## src/rtl/wsst_pkg.sv

```systemverilog
package wsst_pkg;

   localparam int MAX_ENTRIES_DEF = 64;
   localparam int DAYS_PER_WEEK   = 7;
   localparam int CSR_ADDR_W      = 3;
   localparam int CSR_DATA_W      = 32;

   localparam logic [1:0] AUTO_MODE = 2'd2;

   localparam logic [2:0] REQ_CLEAR    = 3'd0;
   localparam logic [2:0] REQ_INSERT   = 3'd1;
   localparam logic [2:0] REQ_NORMAL   = 3'd2;
   localparam logic [2:0] REQ_AUTO     = 3'd3;
   localparam logic [2:0] REQ_RESUME   = 3'd4;
   localparam logic [2:0] REQ_OPPOSITE = 3'd5;

   localparam logic CSR_IDX_MODE = 1'b0;

   typedef logic [14:0] entry_type;

endpackage

```

## src/rtl/weekly_switch_schedule_table.sv

```systemverilog
// Weekly switch schedule table.
// Input channel (req_*): one request per beat: clear, insert, normalize, auto check,
// resume last, opposite next. Result channel (rsp_*): exactly one beat per request.
// Both channels use valid/stall; a beat moves when valid is high and stall is low.
// Entries live in one single-port-write memory with a registered read;
// every scan walks it one entry per cycle.
// Clear, rejected and trivial requests go straight to the done state and the result register;
// insert scans down from the top, shifting as it goes, and stops once its slot is found;
// normalize and the three queries scan every stored entry.
// One request is in flight at a time; a new one is taken once the previous result
// sits in the output register, so no request is taken before the last one is through.
// Reset empties the table and sets relay_mode to 0; memory contents are not cleared.
// If the receiver stalls, the result holds in the output register and the block
// finishes its next request, then waits with it until the output frees up.
// relay_mode lives at byte address 0 of the APB-style csr port.
module weekly_switch_schedule_table #(
   parameter int MAX_ENTRIES = wsst_pkg::MAX_ENTRIES_DEF
) (
   input  logic                                clock,
   input  logic                                reset,
   input  logic                                req_valid,
   output logic                                req_stall,
   input  logic [2:0]                          req_req_type,
   input  logic [2:0]                          req_ev_day,
   input  logic [4:0]                          req_ev_hour,
   input  logic [5:0]                          req_ev_minute,
   input  logic                                req_ev_state,
   input  logic                                req_time_valid,
   output logic                                rsp_valid,
   input  logic                                rsp_stall,
   output logic                                rsp_drive_valid,
   output logic                                rsp_drive_state,
   output logic [2:0]                          rsp_found_day,
   output logic [4:0]                          rsp_found_hour,
   output logic [5:0]                          rsp_found_minute,
   output logic [6:0]                          rsp_entry_count,
   output logic                                rsp_table_full,
   input  logic                                csr_psel,
   input  logic                                csr_penable,
   input  logic                                csr_pwrite,
   input  logic [wsst_pkg::CSR_ADDR_W-1:0]     csr_paddr,
   input  logic [wsst_pkg::CSR_DATA_W-1:0]     csr_pwdata,
   output logic [wsst_pkg::CSR_DATA_W-1:0]     csr_prdata,
   output logic                                csr_pready
);
   import wsst_pkg::*;

   localparam int AW = (MAX_ENTRIES > 1) ? $clog2(MAX_ENTRIES) : 1;
   localparam int CW = $clog2(MAX_ENTRIES + 1);
   localparam logic [CW-1:0] FULL_CNT = CW'(MAX_ENTRIES);
   localparam logic [CW-1:0] ONE_CNT  = CW'(1);

   localparam logic [2:0] ST_IDLE = 3'd0;
   localparam logic [2:0] ST_INS  = 3'd1;
   localparam logic [2:0] ST_INS0 = 3'd2;
   localparam logic [2:0] ST_NORM = 3'd3;
   localparam logic [2:0] ST_SRCH = 3'd4;
   localparam logic [2:0] ST_DONE = 3'd5;

   entry_type mem [MAX_ENTRIES];
   entry_type rdata_ff;

   logic [2:0]    st_ff, st_in;
   logic [1:0]    mode_ff, mode_in;
   logic [CW-1:0] total_ff, total_in;
   logic [CW-1:0] idx_ff, idx_in;
   logic [CW-1:0] rem_ff, rem_in;
   logic [CW-1:0] k_ff, k_in;
   logic [CW-1:0] rd_idx_ff, rd_idx_in;
   logic          rd_vld_ff, rd_vld_in;
   logic [2:0]    op_ff, op_in;
   entry_type     ne_ff, ne_in;
   logic [2:0]    cur_ff, cur_in;
   logic          full_ff, full_in;
   logic          have_ff, have_in;
   logic [2:0]    lday_ff, lday_in;
   logic          lst_ff, lst_in;
   logic          bvld_ff, bvld_in;
   logic [2:0]    bd_ff, bd_in;
   entry_type     be_ff, be_in;

   logic          rv_ff, rv_in;
   logic          rdv_ff, rdv_in;
   logic          rds_ff, rds_in;
   logic [2:0]    rday_ff, rday_in;
   logic [4:0]    rhour_ff, rhour_in;
   logic [5:0]    rmin_ff, rmin_in;
   logic [6:0]    rcnt_ff, rcnt_in;
   logic          rfull_ff, rfull_in;

   logic          we;
   logic [AW-1:0] wa;
   entry_type     wd;
   logic          accept, iss, last, cand, better;
   logic [3:0]    diff;
   logic [2:0]    span;
   logic [10:0]   t_e, t_now;

   always_ff @(posedge clock) begin
      if (we) begin
         mem[wa] <= wd;
      end
      rdata_ff <= mem[idx_ff[AW-1:0]];
   end

   assign accept     = req_valid && !req_stall;
   assign req_stall  = (st_ff != ST_IDLE);
   assign iss        = (st_ff == ST_INS || st_ff == ST_NORM || st_ff == ST_SRCH)
                       && (rem_ff != '0);
   assign last       = (rd_idx_ff == total_ff - ONE_CNT);
   assign t_e        = rdata_ff[11:1];
   assign t_now      = ne_ff[11:1];

   always_comb begin
      if (op_ff == REQ_OPPOSITE) begin
         diff = {1'b0, rdata_ff[14:12]} - {1'b0, cur_ff};
      end else begin
         diff = {1'b0, cur_ff} - {1'b0, rdata_ff[14:12]};
      end
      span = diff[3] ? 3'(diff + 4'd7) : diff[2:0];
      cand = (rdata_ff[14:12] != 3'd7);
      if (op_ff == REQ_OPPOSITE) begin
         if (span == 3'd0 && t_e <= t_now) cand = 1'b0;
      end else begin
         if (span == 3'd0 && t_e > t_now) cand = 1'b0;
         if (op_ff == REQ_AUTO && span != 3'd0) cand = 1'b0;
      end
      if (!bvld_ff || span < bd_ff) begin
         better = 1'b1;
      end else if (span == bd_ff) begin
         better = (op_ff == REQ_OPPOSITE) ? (t_e < be_ff[11:1]) : (t_e > be_ff[11:1]);
      end else begin
         better = 1'b0;
      end
   end

   always_comb begin
      st_in = st_ff;   mode_in = mode_ff; total_in = total_ff;
      idx_in = idx_ff; rem_in = rem_ff;   k_in = k_ff;
      rd_vld_in = iss; rd_idx_in = idx_ff;
      op_in = op_ff;   ne_in = ne_ff;     cur_in = cur_ff;  full_in = full_ff;
      have_in = have_ff; lday_in = lday_ff; lst_in = lst_ff;
      bvld_in = bvld_ff; bd_in = bd_ff;   be_in = be_ff;
      rv_in = rv_ff;   rdv_in = rdv_ff;   rds_in = rds_ff;  rday_in = rday_ff;
      rhour_in = rhour_ff; rmin_in = rmin_ff; rcnt_in = rcnt_ff; rfull_in = rfull_ff;
      we = 1'b0; wa = '0; wd = ne_ff;

      if (csr_psel && csr_penable && csr_pwrite && csr_paddr[2] == CSR_IDX_MODE) begin
         mode_in = csr_pwdata[1:0];
      end
      if (rv_ff && !rsp_stall) rv_in = 1'b0;

      if (iss) begin
         rem_in = rem_ff - ONE_CNT;
         idx_in = (st_ff == ST_INS) ? idx_ff - ONE_CNT : idx_ff + ONE_CNT;
      end

      unique case (st_ff)
         ST_IDLE: begin
            if (accept) begin
               op_in   = req_req_type;
               ne_in   = {req_ev_day, req_ev_hour, req_ev_minute, req_ev_state};
               cur_in  = (req_ev_day == 3'd7) ? 3'd0 : req_ev_day;
               full_in = 1'b0;
               bvld_in = 1'b0; bd_in = '0; be_in = '0;
               have_in = 1'b0; k_in = '0;
               st_in   = ST_DONE;
               unique case (req_req_type) inside
                  REQ_CLEAR: total_in = '0;
                  REQ_INSERT: begin
                     if (total_ff == FULL_CNT) begin
                        full_in = 1'b1;
                     end else if (total_ff == '0) begin
                        we = 1'b1; wa = '0;
                        wd = {req_ev_day, req_ev_hour, req_ev_minute, req_ev_state};
                        total_in = ONE_CNT;
                     end else begin
                        st_in = ST_INS; idx_in = total_ff - ONE_CNT; rem_in = total_ff;
                     end
                  end
                  REQ_NORMAL: begin
                     if (total_ff > ONE_CNT) begin
                        st_in = ST_NORM; idx_in = '0; rem_in = total_ff;
                     end
                  end
                  REQ_AUTO, REQ_RESUME, REQ_OPPOSITE: begin
                     if (req_time_valid && total_ff != '0 &&
                         (req_req_type != REQ_AUTO || mode_ff == AUTO_MODE)) begin
                        st_in = ST_SRCH; idx_in = '0; rem_in = total_ff;
                     end
                  end
                  default: ;
               endcase
            end
         end
         ST_INS: begin
            if (rd_vld_ff) begin
               we = 1'b1;
               wa = AW'(rd_idx_ff + ONE_CNT);
               if (rdata_ff[14:1] > ne_ff[14:1]) begin
                  wd = rdata_ff;
                  if (rd_idx_ff == '0) begin
                     st_in = ST_INS0; rem_in = '0;
                  end
               end else begin
                  wd = ne_ff; total_in = total_ff + ONE_CNT;
                  st_in = ST_DONE; rem_in = '0;
               end
            end
         end
         ST_INS0: begin
            we = 1'b1; wa = '0; wd = ne_ff;
            total_in = total_ff + ONE_CNT;
            st_in = ST_DONE;
         end
         ST_NORM: begin
            if (rd_vld_ff) begin
               wa = k_ff[AW-1:0]; wd = rdata_ff;
               if (!have_ff || rdata_ff[14:12] != lday_ff) begin
                  we = 1'b1; have_in = 1'b1; lday_in = rdata_ff[14:12];
                  lst_in = rdata_ff[0];
               end else if (rdata_ff[0] != lst_ff) begin
                  we = 1'b1; lst_in = rdata_ff[0];
               end
               if (we) k_in = k_ff + ONE_CNT;
               if (last) begin
                  total_in = k_in; st_in = ST_DONE;
               end
            end
         end
         ST_SRCH: begin
            if (rd_vld_ff) begin
               if (cand && better) begin
                  bvld_in = 1'b1; bd_in = span; be_in = rdata_ff;
               end
               if (last) st_in = ST_DONE;
            end
         end
         ST_DONE: begin
            if (!rv_ff || !rsp_stall) begin
               rv_in    = 1'b1;
               rdv_in   = bvld_ff;
               rds_in   = bvld_ff & (be_ff[0] ^ (op_ff == REQ_OPPOSITE));
               rday_in  = bvld_ff ? be_ff[14:12] : 3'd0;
               rhour_in = bvld_ff ? be_ff[11:7] : 5'd0;
               rmin_in  = bvld_ff ? be_ff[6:1] : 6'd0;
               rcnt_in  = 7'(total_ff);
               rfull_in = full_ff;
               st_in    = ST_IDLE;
            end
         end
         default: st_in = ST_IDLE;
      endcase
   end

   always_ff @(posedge clock) begin
      if (reset) begin
         st_ff <= ST_IDLE;
         mode_ff <= '0;
         total_ff <= '0;
         rem_ff <= '0;
         rd_vld_ff <= 1'b0;
         rv_ff <= 1'b0;
      end else begin
         st_ff <= st_in;
         mode_ff <= mode_in;
         total_ff <= total_in;
         rem_ff <= rem_in;
         rd_vld_ff <= rd_vld_in;
         rv_ff <= rv_in;
      end
      idx_ff <= idx_in;     k_ff <= k_in;       rd_idx_ff <= rd_idx_in;
      op_ff <= op_in;       ne_ff <= ne_in;     cur_ff <= cur_in;
      full_ff <= full_in;   have_ff <= have_in; lday_ff <= lday_in;
      lst_ff <= lst_in;     bvld_ff <= bvld_in; bd_ff <= bd_in;
      be_ff <= be_in;       rdv_ff <= rdv_in;   rds_ff <= rds_in;
      rday_ff <= rday_in;   rhour_ff <= rhour_in; rmin_ff <= rmin_in;
      rcnt_ff <= rcnt_in;   rfull_ff <= rfull_in;
   end

   assign rsp_valid        = rv_ff;
   assign rsp_drive_valid  = rdv_ff;
   assign rsp_drive_state  = rds_ff;
   assign rsp_found_day    = rday_ff;
   assign rsp_found_hour   = rhour_ff;
   assign rsp_found_minute = rmin_ff;
   assign rsp_entry_count  = rcnt_ff;
   assign rsp_table_full   = rfull_ff;
   assign csr_pready       = 1'b1;
   assign csr_prdata       = (csr_paddr[2] == CSR_IDX_MODE) ?
                             {{(CSR_DATA_W-2){1'b0}}, mode_ff} : '0;

endmodule

```

## config.mk

```make
export PLATFORM = sky130hd
export DESIGN_NAME = weekly_switch_schedule_table
export DESIGN_NICKNAME = d
export VERILOG_FILES = /design/src/rtl/wsst_pkg.sv /design/src/rtl/weekly_switch_schedule_table.sv
export SDC_FILE = /design/constraint.sdc
export NUM_CORES = 1
export LEC_CHECK = 0
export ABC_AREA = 1
export BUFFER_PORTS_ARGS = -buffer_cell sky130_fd_sc_hd__buf_2
export CAP_MARGIN = 20
export CORE_ASPECT_RATIO = 2
export CORE_MARGIN = 1.5
export CORE_UTILIZATION = 55
export DETAILED_ROUTE_END_ITERATION = 7
export PLACE_DENSITY = 0.7
export SLEW_MARGIN = 40
export SYNTH_ARGS = -nofsm -noshare
export SYNTH_HDL_FRONTEND = slang
export SYNTH_SLANG_ARGS = --single-unit
```

## constraint.sdc

```tcl
create_clock -name clock -period 7.8 [get_ports clock]
set_input_delay 0.78 -clock clock [delete_from_list [all_inputs] [get_ports clock]]
set_output_delay 0.78 -clock clock [all_outputs]
set_load 0.01 [all_outputs]
```

==> impl_metrics.csv, run 1 <==
group,metric,value,unit
run_status,outcome,"completed",
worst_setup_path,end_kind,"flop",
routing,wl,123200,µm
worst_setup_path,slowest_delay,0.59,ns
routing,via_count,30490,
routing,met1_length,42090,µm
worst_setup_path,crit_path_start,"rdata_ff[12]",
timing,finalSetupViolCount,0,
layout,area_growth_syn_to_layout,9.569,%
worst_setup_path,regToRegEndpoint,"be_ff[2]",
job,max_cap_violations,0,
worst_setup_path,critPathBufInv,4,
worst_setup_path,rr_worst_depth,18,
floorplan,initial_utilization,0.5544,
routing,drt_first_pass_iters,6,
synth,yosysUniqueCellTypes,49,
worst_setup_path,cp.required,8.10,ns
floorplan,die_x,206.6,µm
synth,yosys.area.top_type,"edfxtp_1",
place,dp.final_hpwl,72290,µm
synth,synth_top_area_frac,0.6831,
floorplan,core,0.08222,mm²
worst_setup_path,r2r_slack,3.85,ns
worst_setup_path,path_class,"reg -> reg",
power_and_ir_drop,power_density,414.1,mW/mm²
synth,synthTopCellsByArea,"edfxtp_1, o21ai_0, nor2_1, o221ai_1, nand2_1",
worst_setup_path,cp.arrival,4.25,ns
timing,hold_violations,0,
synth,dominantRegCellSynth,"edfxtp_1",
clocking,clk_latency,0.68,ns
routing,wl_met2,62210,µm
worst_setup_path,crit_end,"be_ff[2]",
routing,wl_per_cell,25.06,µm
synth,synthCells,3764,
synth,yosysWarnings,0,
worst_setup_path,cp_common_cell,"inv_1",
synth,synthTopCellsByCount,"edfxtp_1, nor2_1, o21ai_0",
grt,first_global_vias,29480,
clocking,ctsHoldBuffers,0,
timing,min_period_over_period,0.5062,
worst_setup_path,cp_max_fo,19,
power_and_ir_drop,design_power_total,20.68,mW
timing,fin_tns_setup,0,ns
clocking,ctsHtreeMaxLevel,3,
floorplan,fp.dieH,410.1,µm
worst_setup_path,critical-path-top-delay-family,"adder cells",
routing,drtIter0Drc,3332,
timing,fin_crit,3.948,ns
worst_setup_path,cp-start-kind,"flop",
grt,grt_first_pass_wirelength,180200,µm
grt,grt_max_degree,204,
synth,synth_edf_count,1037,
clocking,cts_buffers,88,
power_and_ir_drop,p_leak,17.05,nW
timing,fin_skew,0.01900,ns
timing,max_freq,253.3,MHz
clocking,cts_resized,0,
min_path,hold_class,"in -> reg",
worst_setup_path,crit_slowest_cell,"a21oi_4",
power_and_ir_drop,irDropWorstVdd,0.2660,mV
synth,synth_area,0.04558,mm²
floorplan,die_area,0.08472,mm²
grt,overflow,0,
routing,highest_layer,"met5",
clocking,cts_tree,"done",
worst_setup_path,crit_cells,18,
synth,ys_seq_area_frac,0.7051,
synth,synthMostInstantiatedCell,"edfxtp_1",
layout,drive_gt1_frac,0.09378,
clocking,cts_sinks,1087,
place,port_buffers,56,
place,place.gp.congestion,0.9373,
synth,synth.avg_cell_area,12.11,µm²
clocking,clk_pin_slew,0.06,ns
clocking,clk_path_buf_depth,3,
layout,nNetsFinal,3892,
timing,relSlewSlack,0.3334,
synth,ys_seq_elements,1087,
grt,antenna_found_initial,4,
grt,track_usage,0.2913,
worst_setup_path,r2r_start,"rdata_ff[12]",
worst_setup_path,crit_chain,"inv_1 > ha_1 > inv_1 > fa_1 > nand2_1 > nand2_1 > inv_1 > ha_1 > nand3b_1 > nand2_1 > inv_1 > ha_1 > a21oi_1 > o21ai_0 > and2_1 > a21oi_1 > nand3_1 > a21oi_4",
timing,tightest_slew,0.9895,ns
floorplan,num_io_pins,120,
synth,async_flop_share,0,
routing,ant_nets,0,
timing,rsz0062_at_grt,"false",
routing,avgViaCountPerCell,6.199,
routing,drt_drc_violations_left,0,
clocking,cts_setup_buffers,0,
routing,wl_met3,8954,µm
floorplan,rows,149,
clocking,cts_root_buf,"clkbuf_16",
timing,slew_violations,0,
-- worst min path at each step --
stage | start | to | cells past startpoint
2_1_floorplan | idx_ff[1] | rd_idx_ff[1] | 0
3_3_place_gp | idx_ff[6] | rd_idx_ff[6] | 0
3_5_place_dp | idx_ff[6] | rd_idx_ff[6] | 0
4_1_cts | req_ev_minute[3] | ne_ff[4] | 1
5_1_grt | req_ev_minute[3] | ne_ff[4] | 1
6_report | req_ev_minute[3] | ne_ff[4] | 1
-- metal layers --
layer / global-route usage / vias to the layer above
li1: - / 13780
met1: 0.3196 / 14900
met2: 0.4953 / 1417
met3: 0.05484 / 378
met4: 0.2179 / 8
met5: 0.004167 / -
-- worst reg2reg max path, delay by kind of cell, from the launching register on --
| kind | cells | cell delay (ns) |
|---|---|---|
| AOI/OAI and AO/OA | 4 | 0.96 |
| DFF | 1 | 0.48 |
| and+or+nand+nor | 6 | 0.66 |
| adders and majority gates | 4 | 1.09 |
| buffers and inverters | 4 | 0.40 |
-- cell type report --
type	count	area [µm²]
inverters	178	683.2
diodes	1	2.502
clock buffers	111	2310
repair buffers	166	1195
multi-input cells	2265	11730
well taps	1057	1323
clock inverters	53	550.5
fillers	6293	32270
flip-flops and latches	1087	32150
-- report_power, final --
part	internal [mW]	switching [mW]	leakage [nW]	total (mW)
combinational	1.85	6.00	5.86	7.85
sequential	7.99	0.368	9.80	8.36
clock	2.43	2.05	1.40	4.48
total	12.3	8.42	17.1	20.7
-- through the flow --
stage	setup slack, ns	util	instance area [µm²]	hold WS, ns	cells
floorplan	3.909	-	45690	0.3258	3793
global placement	3.343	0.5711	46950	0.3731	4748
detailed placement	3.638	0.5716	46990	0.3637	4749
CTS	3.814	0.6064	49850	0.2870	4913
global route	3.553	0.6075	49950	0.2886	4918
finish	3.852	0.6075	49950	0.3010	4918
-- registers in the layout, indices dropped and copies added (netlist names), 5 cells and up --
signal	cells
rsp_found_minute	6
ne_ff	15
rdata_ff	15
rem_ff	7
rsp_entry_count	7
total_ff	7
rsp_found_hour	5
mem	960
be_ff	15
rd_idx_ff	7
k_ff	7
idx_ff	7
-- placed cells by master, fill, tap and decap left out, types with 7 or more instances in the layout --
master,synthesis,routed
a21oi_1,78,77
buf_2,44,56
buf_4,38,100
bufinv_16,0,9
clkbuf_1,165,22
clkbuf_16,0,89
clkinv_1,4,12
clkinv_2,0,21
conb_1,2,31
dfxtp_1,50,46
edfxtp_1,1037,1037
ha_1,43,43
inv_1,161,159
inv_2,13,13
nand2_1,298,296
nand2_2,7,9
nand3_1,173,172
nand4_1,31,31
nor2_1,647,644
nor3_1,11,10
o211ai_1,51,51
o21a_1,7,7
o21ai_0,562,562
o21ai_1,7,7
o221ai_1,166,166
o22ai_1,80,80
xor2_1,16,16
-- logic make-up after synthesis --
logic type	share of synthesized area
flops	0.7051
fa+ha+maj	0.01268
buf+inv	0.04084
xor+xnor	0.004447
simple gates	0.1090
compound gates	0.1278
other cells	0.0001648
No activity file was read; power rests on OpenSTA's default activity.
==> run 2, diff against run 1 <==
--- a/config.mk
+++ b/config.mk
@@ -5,14 +5,14 @@
 export SDC_FILE = /design/constraint.sdc
 export NUM_CORES = 1
 export LEC_CHECK = 0
-export ABC_AREA = 1
+export ABC_AREA = 0
 export BUFFER_PORTS_ARGS = -buffer_cell sky130_fd_sc_hd__buf_2
 export CAP_MARGIN = 20
 export CORE_ASPECT_RATIO = 2
 export CORE_MARGIN = 1.5
 export CORE_UTILIZATION = 55
 export DETAILED_ROUTE_END_ITERATION = 7
-export PLACE_DENSITY = 0.7
+export PLACE_DENSITY = 0.72
 export SLEW_MARGIN = 40
 export SYNTH_ARGS = -nofsm -noshare
 export SYNTH_HDL_FRONTEND = slang
==> constraint.sdc (replaced) <==
create_clock -name clock -period 3.55 [get_ports clock]
set_input_delay 0.355 -clock clock [delete_from_list [all_inputs] [get_ports clock]]
set_output_delay 0.355 -clock clock [all_outputs]
set_load 0.01 [all_outputs]
==> run 2 against run 1 <==
  * First-iteration DRC count is 40% lower
  * Critical path depth is 3 lower
  * Count of clock-buffer cells in the layout stayed put
  * Critical endpoint is now be_ff[9]
  * Final cell count is 28% lower
  * Routed wire length is 11% lower
==> impl_metrics.csv, run 2 <==
group,metric,value,unit
synth,ys_seq_area_frac,0.7266,
synth,synth_top_area_frac,0.7040,
routing,met1_length,35750,µm
routing,ant_nets,0,
layout,multi_input_area,0.01146,mm²
layout,register_area,0.03215,mm²
floorplan,initial_utilization,0.5529,
timing,hold_slack,0.03341,ns
synth,synth.avg_cell_area,20.20,µm²
worst_setup_path,cp.arrival,3.92,ns
synth,synth_area,0.04423,mm²
timing,tightest_slew,0.8676,ns
synth,synth-adder-area-share,0.01307,
synth,synth_top_family_by_area,"multiplexers",
place,port_buffers,56,
synth,yosys.area.top_type,"edfxtp_1",
grt,grt_first_pass_wirelength,156500,µm
floorplan,die_area,0.08224,mm²
timing,relSlewSlack,0.4142,
worst_setup_path,path_class,"reg -> reg",
routing,drtIter0Drc,1996,
synth,dominantRegCellSynth,"edfxtp_1",
clocking,cts_sinks,1087,
floorplan,die_x,203.5,µm
routing,via_count,22370,
floorplan,fp.dieH,404.1,µm
layout,antenna_cells,0,
clocking,clk_path_buf_depth,3,
timing,slew_violations,0,
job,max_cap_violations,0,
routing,wl_per_cell,31.17,µm
layout,layout_commonest_cell,"edfxtp_1",
synth,synth_edf_count,1037,
worst_setup_path,end_kind,"flop",
clocking,clk_pin_slew,0.07,ns
routing,drt_first_pass_iters,5,
timing,fin_crit,3.540,ns
floorplan,core,0.08001,mm²
synth,yosysUniqueCellTypes,73,
grt,grt_max_degree,67,
layout,drive_gt1_frac,0.2856,
layout,largest_reg_flops,960,
grt,antenna_found_initial,3,
layout,fin_util,0.6323,
clocking,cts_buffers,85,
synth,synthTopCellsByCount,"edfxtp_1, mux4_2, nor2_1",
layout,area_growth_syn_to_layout,14.36,%
layout,nNetsFinal,2526,
clocking,cts_root_buf,"clkbuf_16",
synth,async_flop_share,0,
layout,nFillCells,5259,
clocking,ctsHtreeMaxLevel,3,
worst_setup_path,cp_max_fo,5,
synth,post_synth_xor_area_fraction,0.01030,
grt,overflow,0,
timing,max_freq,282.5,MHz
routing,avgViaCountPerCell,6.339,
floorplan,num_io_pins,120,
place,place.gp.congestion,0.9218,
grt,track_usage,0.2708,
layout,mostFrequentLayoutCells,"edfxtp_1, mux4_2, nor2_1, buf_4, clkbuf_16",
worst_setup_path,rr_worst_depth,15,
place,dp.final_hpwl,69620,µm
run_status,outcome,"completed",
routing,highest_layer,"met5",
timing,fin_skew,0.03120,ns
min_path,hold_end,"op_ff[2]",
worst_setup_path,r2r_start,"cur_ff[0]",
synth,synth-compound-area-share,0.02599,
min_path,hold_depth,1,
grt,first_global_vias,23170,
routing,wl_met2,60580,µm
timing,min_period_over_period,0.9973,
floorplan,rows,147,
clocking,cts_tree,"done",
min_path,hold_class,"in -> reg",
timing,rsz0062_at_grt,"true",
synth,synth_mux_area_frac,0.1664,
worst_setup_path,r2r_slack,0.01,ns
timing,finalSetupViolCount,0,
worst_setup_path,regToRegEndpoint,"be_ff[9]",
timing,fin_tns_setup,0,ns
routing,wl,110000,µm
power_and_ir_drop,p_leak,16.42,nW
worst_setup_path,cp.required,3.93,ns
synth,ys_seq_elements,1087,
synth,synth-simple-area-share,0.03536,
worst_setup_path,cp-start-kind,"flop",
layout,regMostFlops,"mem",
clocking,clk_latency,0.67,ns
synth,synthMostInstantiatedCell,"edfxtp_1",
power_and_ir_drop,power_density,829.5,mW/mm²
min_path,worstHoldStart,"req_req_type[2]",
power_and_ir_drop,irDropWorstVdd,0.5332,mV
timing,hold_violations,0,
synth,synthCells,2190,
routing,drt_drc_violations_left,0,
routing,wl_met3,6094,µm
synth,yosysWarnings,0,
synth,synthTopCellsByArea,"edfxtp_1, mux4_2, dfxtp_1, ha_1, nor2_1",
## run 2: per-stage QoR
stage / power, mW / setup slack, ns / area [µm²] / instances
after detailed placement: 32.07 / 0.04308 / 47420 / 3342
after floorplan: 26.42 / 0.006535 / 44410 / 2219
after global placement: 31.56 / 0.08563 / 47420 / 3342
final: 41.96 / 0.009626 / 50590 / 3529
after global routing: 43.24 / -0.1082 / 50590 / 3529
after CTS: 41.47 / 0.01966 / 50320 / 3514
## run 2: layout make-up
type                            count  area share
Inverter                           53    0.003933
Sequential cell                  1087      0.6356
Tap cell                         1043     0.02580
Multi-Input combinational cell    947      0.2266
Clock buffer                      111     0.04460
Clock inverter                     42    0.009028
Timing Repair Buffer              246     0.05437
## run 2: cell families after synthesis
group | after synthesis
AND/OR/NAND/NOR | 313
XOR/XNOR | 52
flip-flops | 1087
AO/OA/AOI/OAI | 164
buffers and inverters | 186
other | 2
multiplexers | 341
adder cells (fa/ha/maj) | 45
## run 2: worst max-delay path by stage
stage	startpoint	end	slack (ns)	cells after the start
after floorplan	total_ff[0]	mem[0][10]	0.007	11
after global placement	rdata_ff[12]	be_ff[12]	0.09	17
after detailed placement	rdata_ff[14]	mem[41][0]	0.04	10
after CTS	ne_ff[9]	mem[43][0]	0.02	11
after global routing	total_ff[1]	mem[12][8]	-0.11	11
final	cur_ff[0]	be_ff[9]	0.01	15
## run 2: routing by layer
layer | track usage | vias up
li1 | - | 9365
met1 | 0.2897 | 11760
met2 | 0.4988 | 973
met3 | 0.04051 | 268
met4 | 0.1636 | 4
met5 | 0 | -
## run 2: repair_timing
| item | 4_1_cts | 5_1_grt |
|---|---|---|
| buffers inserted | 0 | 9 |
| hold buffers | 19 | 0 |
| endpoints found under the setup margin | 0 | 786 |
| resized for setup | 0 | 23 |
| endpoints found under the hold margin | 19 | 0 |
## run 2: report_power, final
group	internal, mW	switching, mW
combinational	6.51	8.83
sequential	16.5	0.598
clock	5.04	4.43
total	28.1	13.9
## run 2: worst max-delay path, stage by stage (launching register included)
cell and delay (ns):
edfxtp_1 0.39, inv_1 0.07, ha_2 0.16, inv_2 0.04, fa_1 0.44, mux2i_2 0.23, ha_2 0.33, mux2i_2 0.20
ha_1 0.29, nor2b_4 0.13, o21a_1 0.20, o221ai_2 0.20, o21ai_2 0.09, o31ai_4 0.19, buf_6 0.17, clkbuf_16 0.15
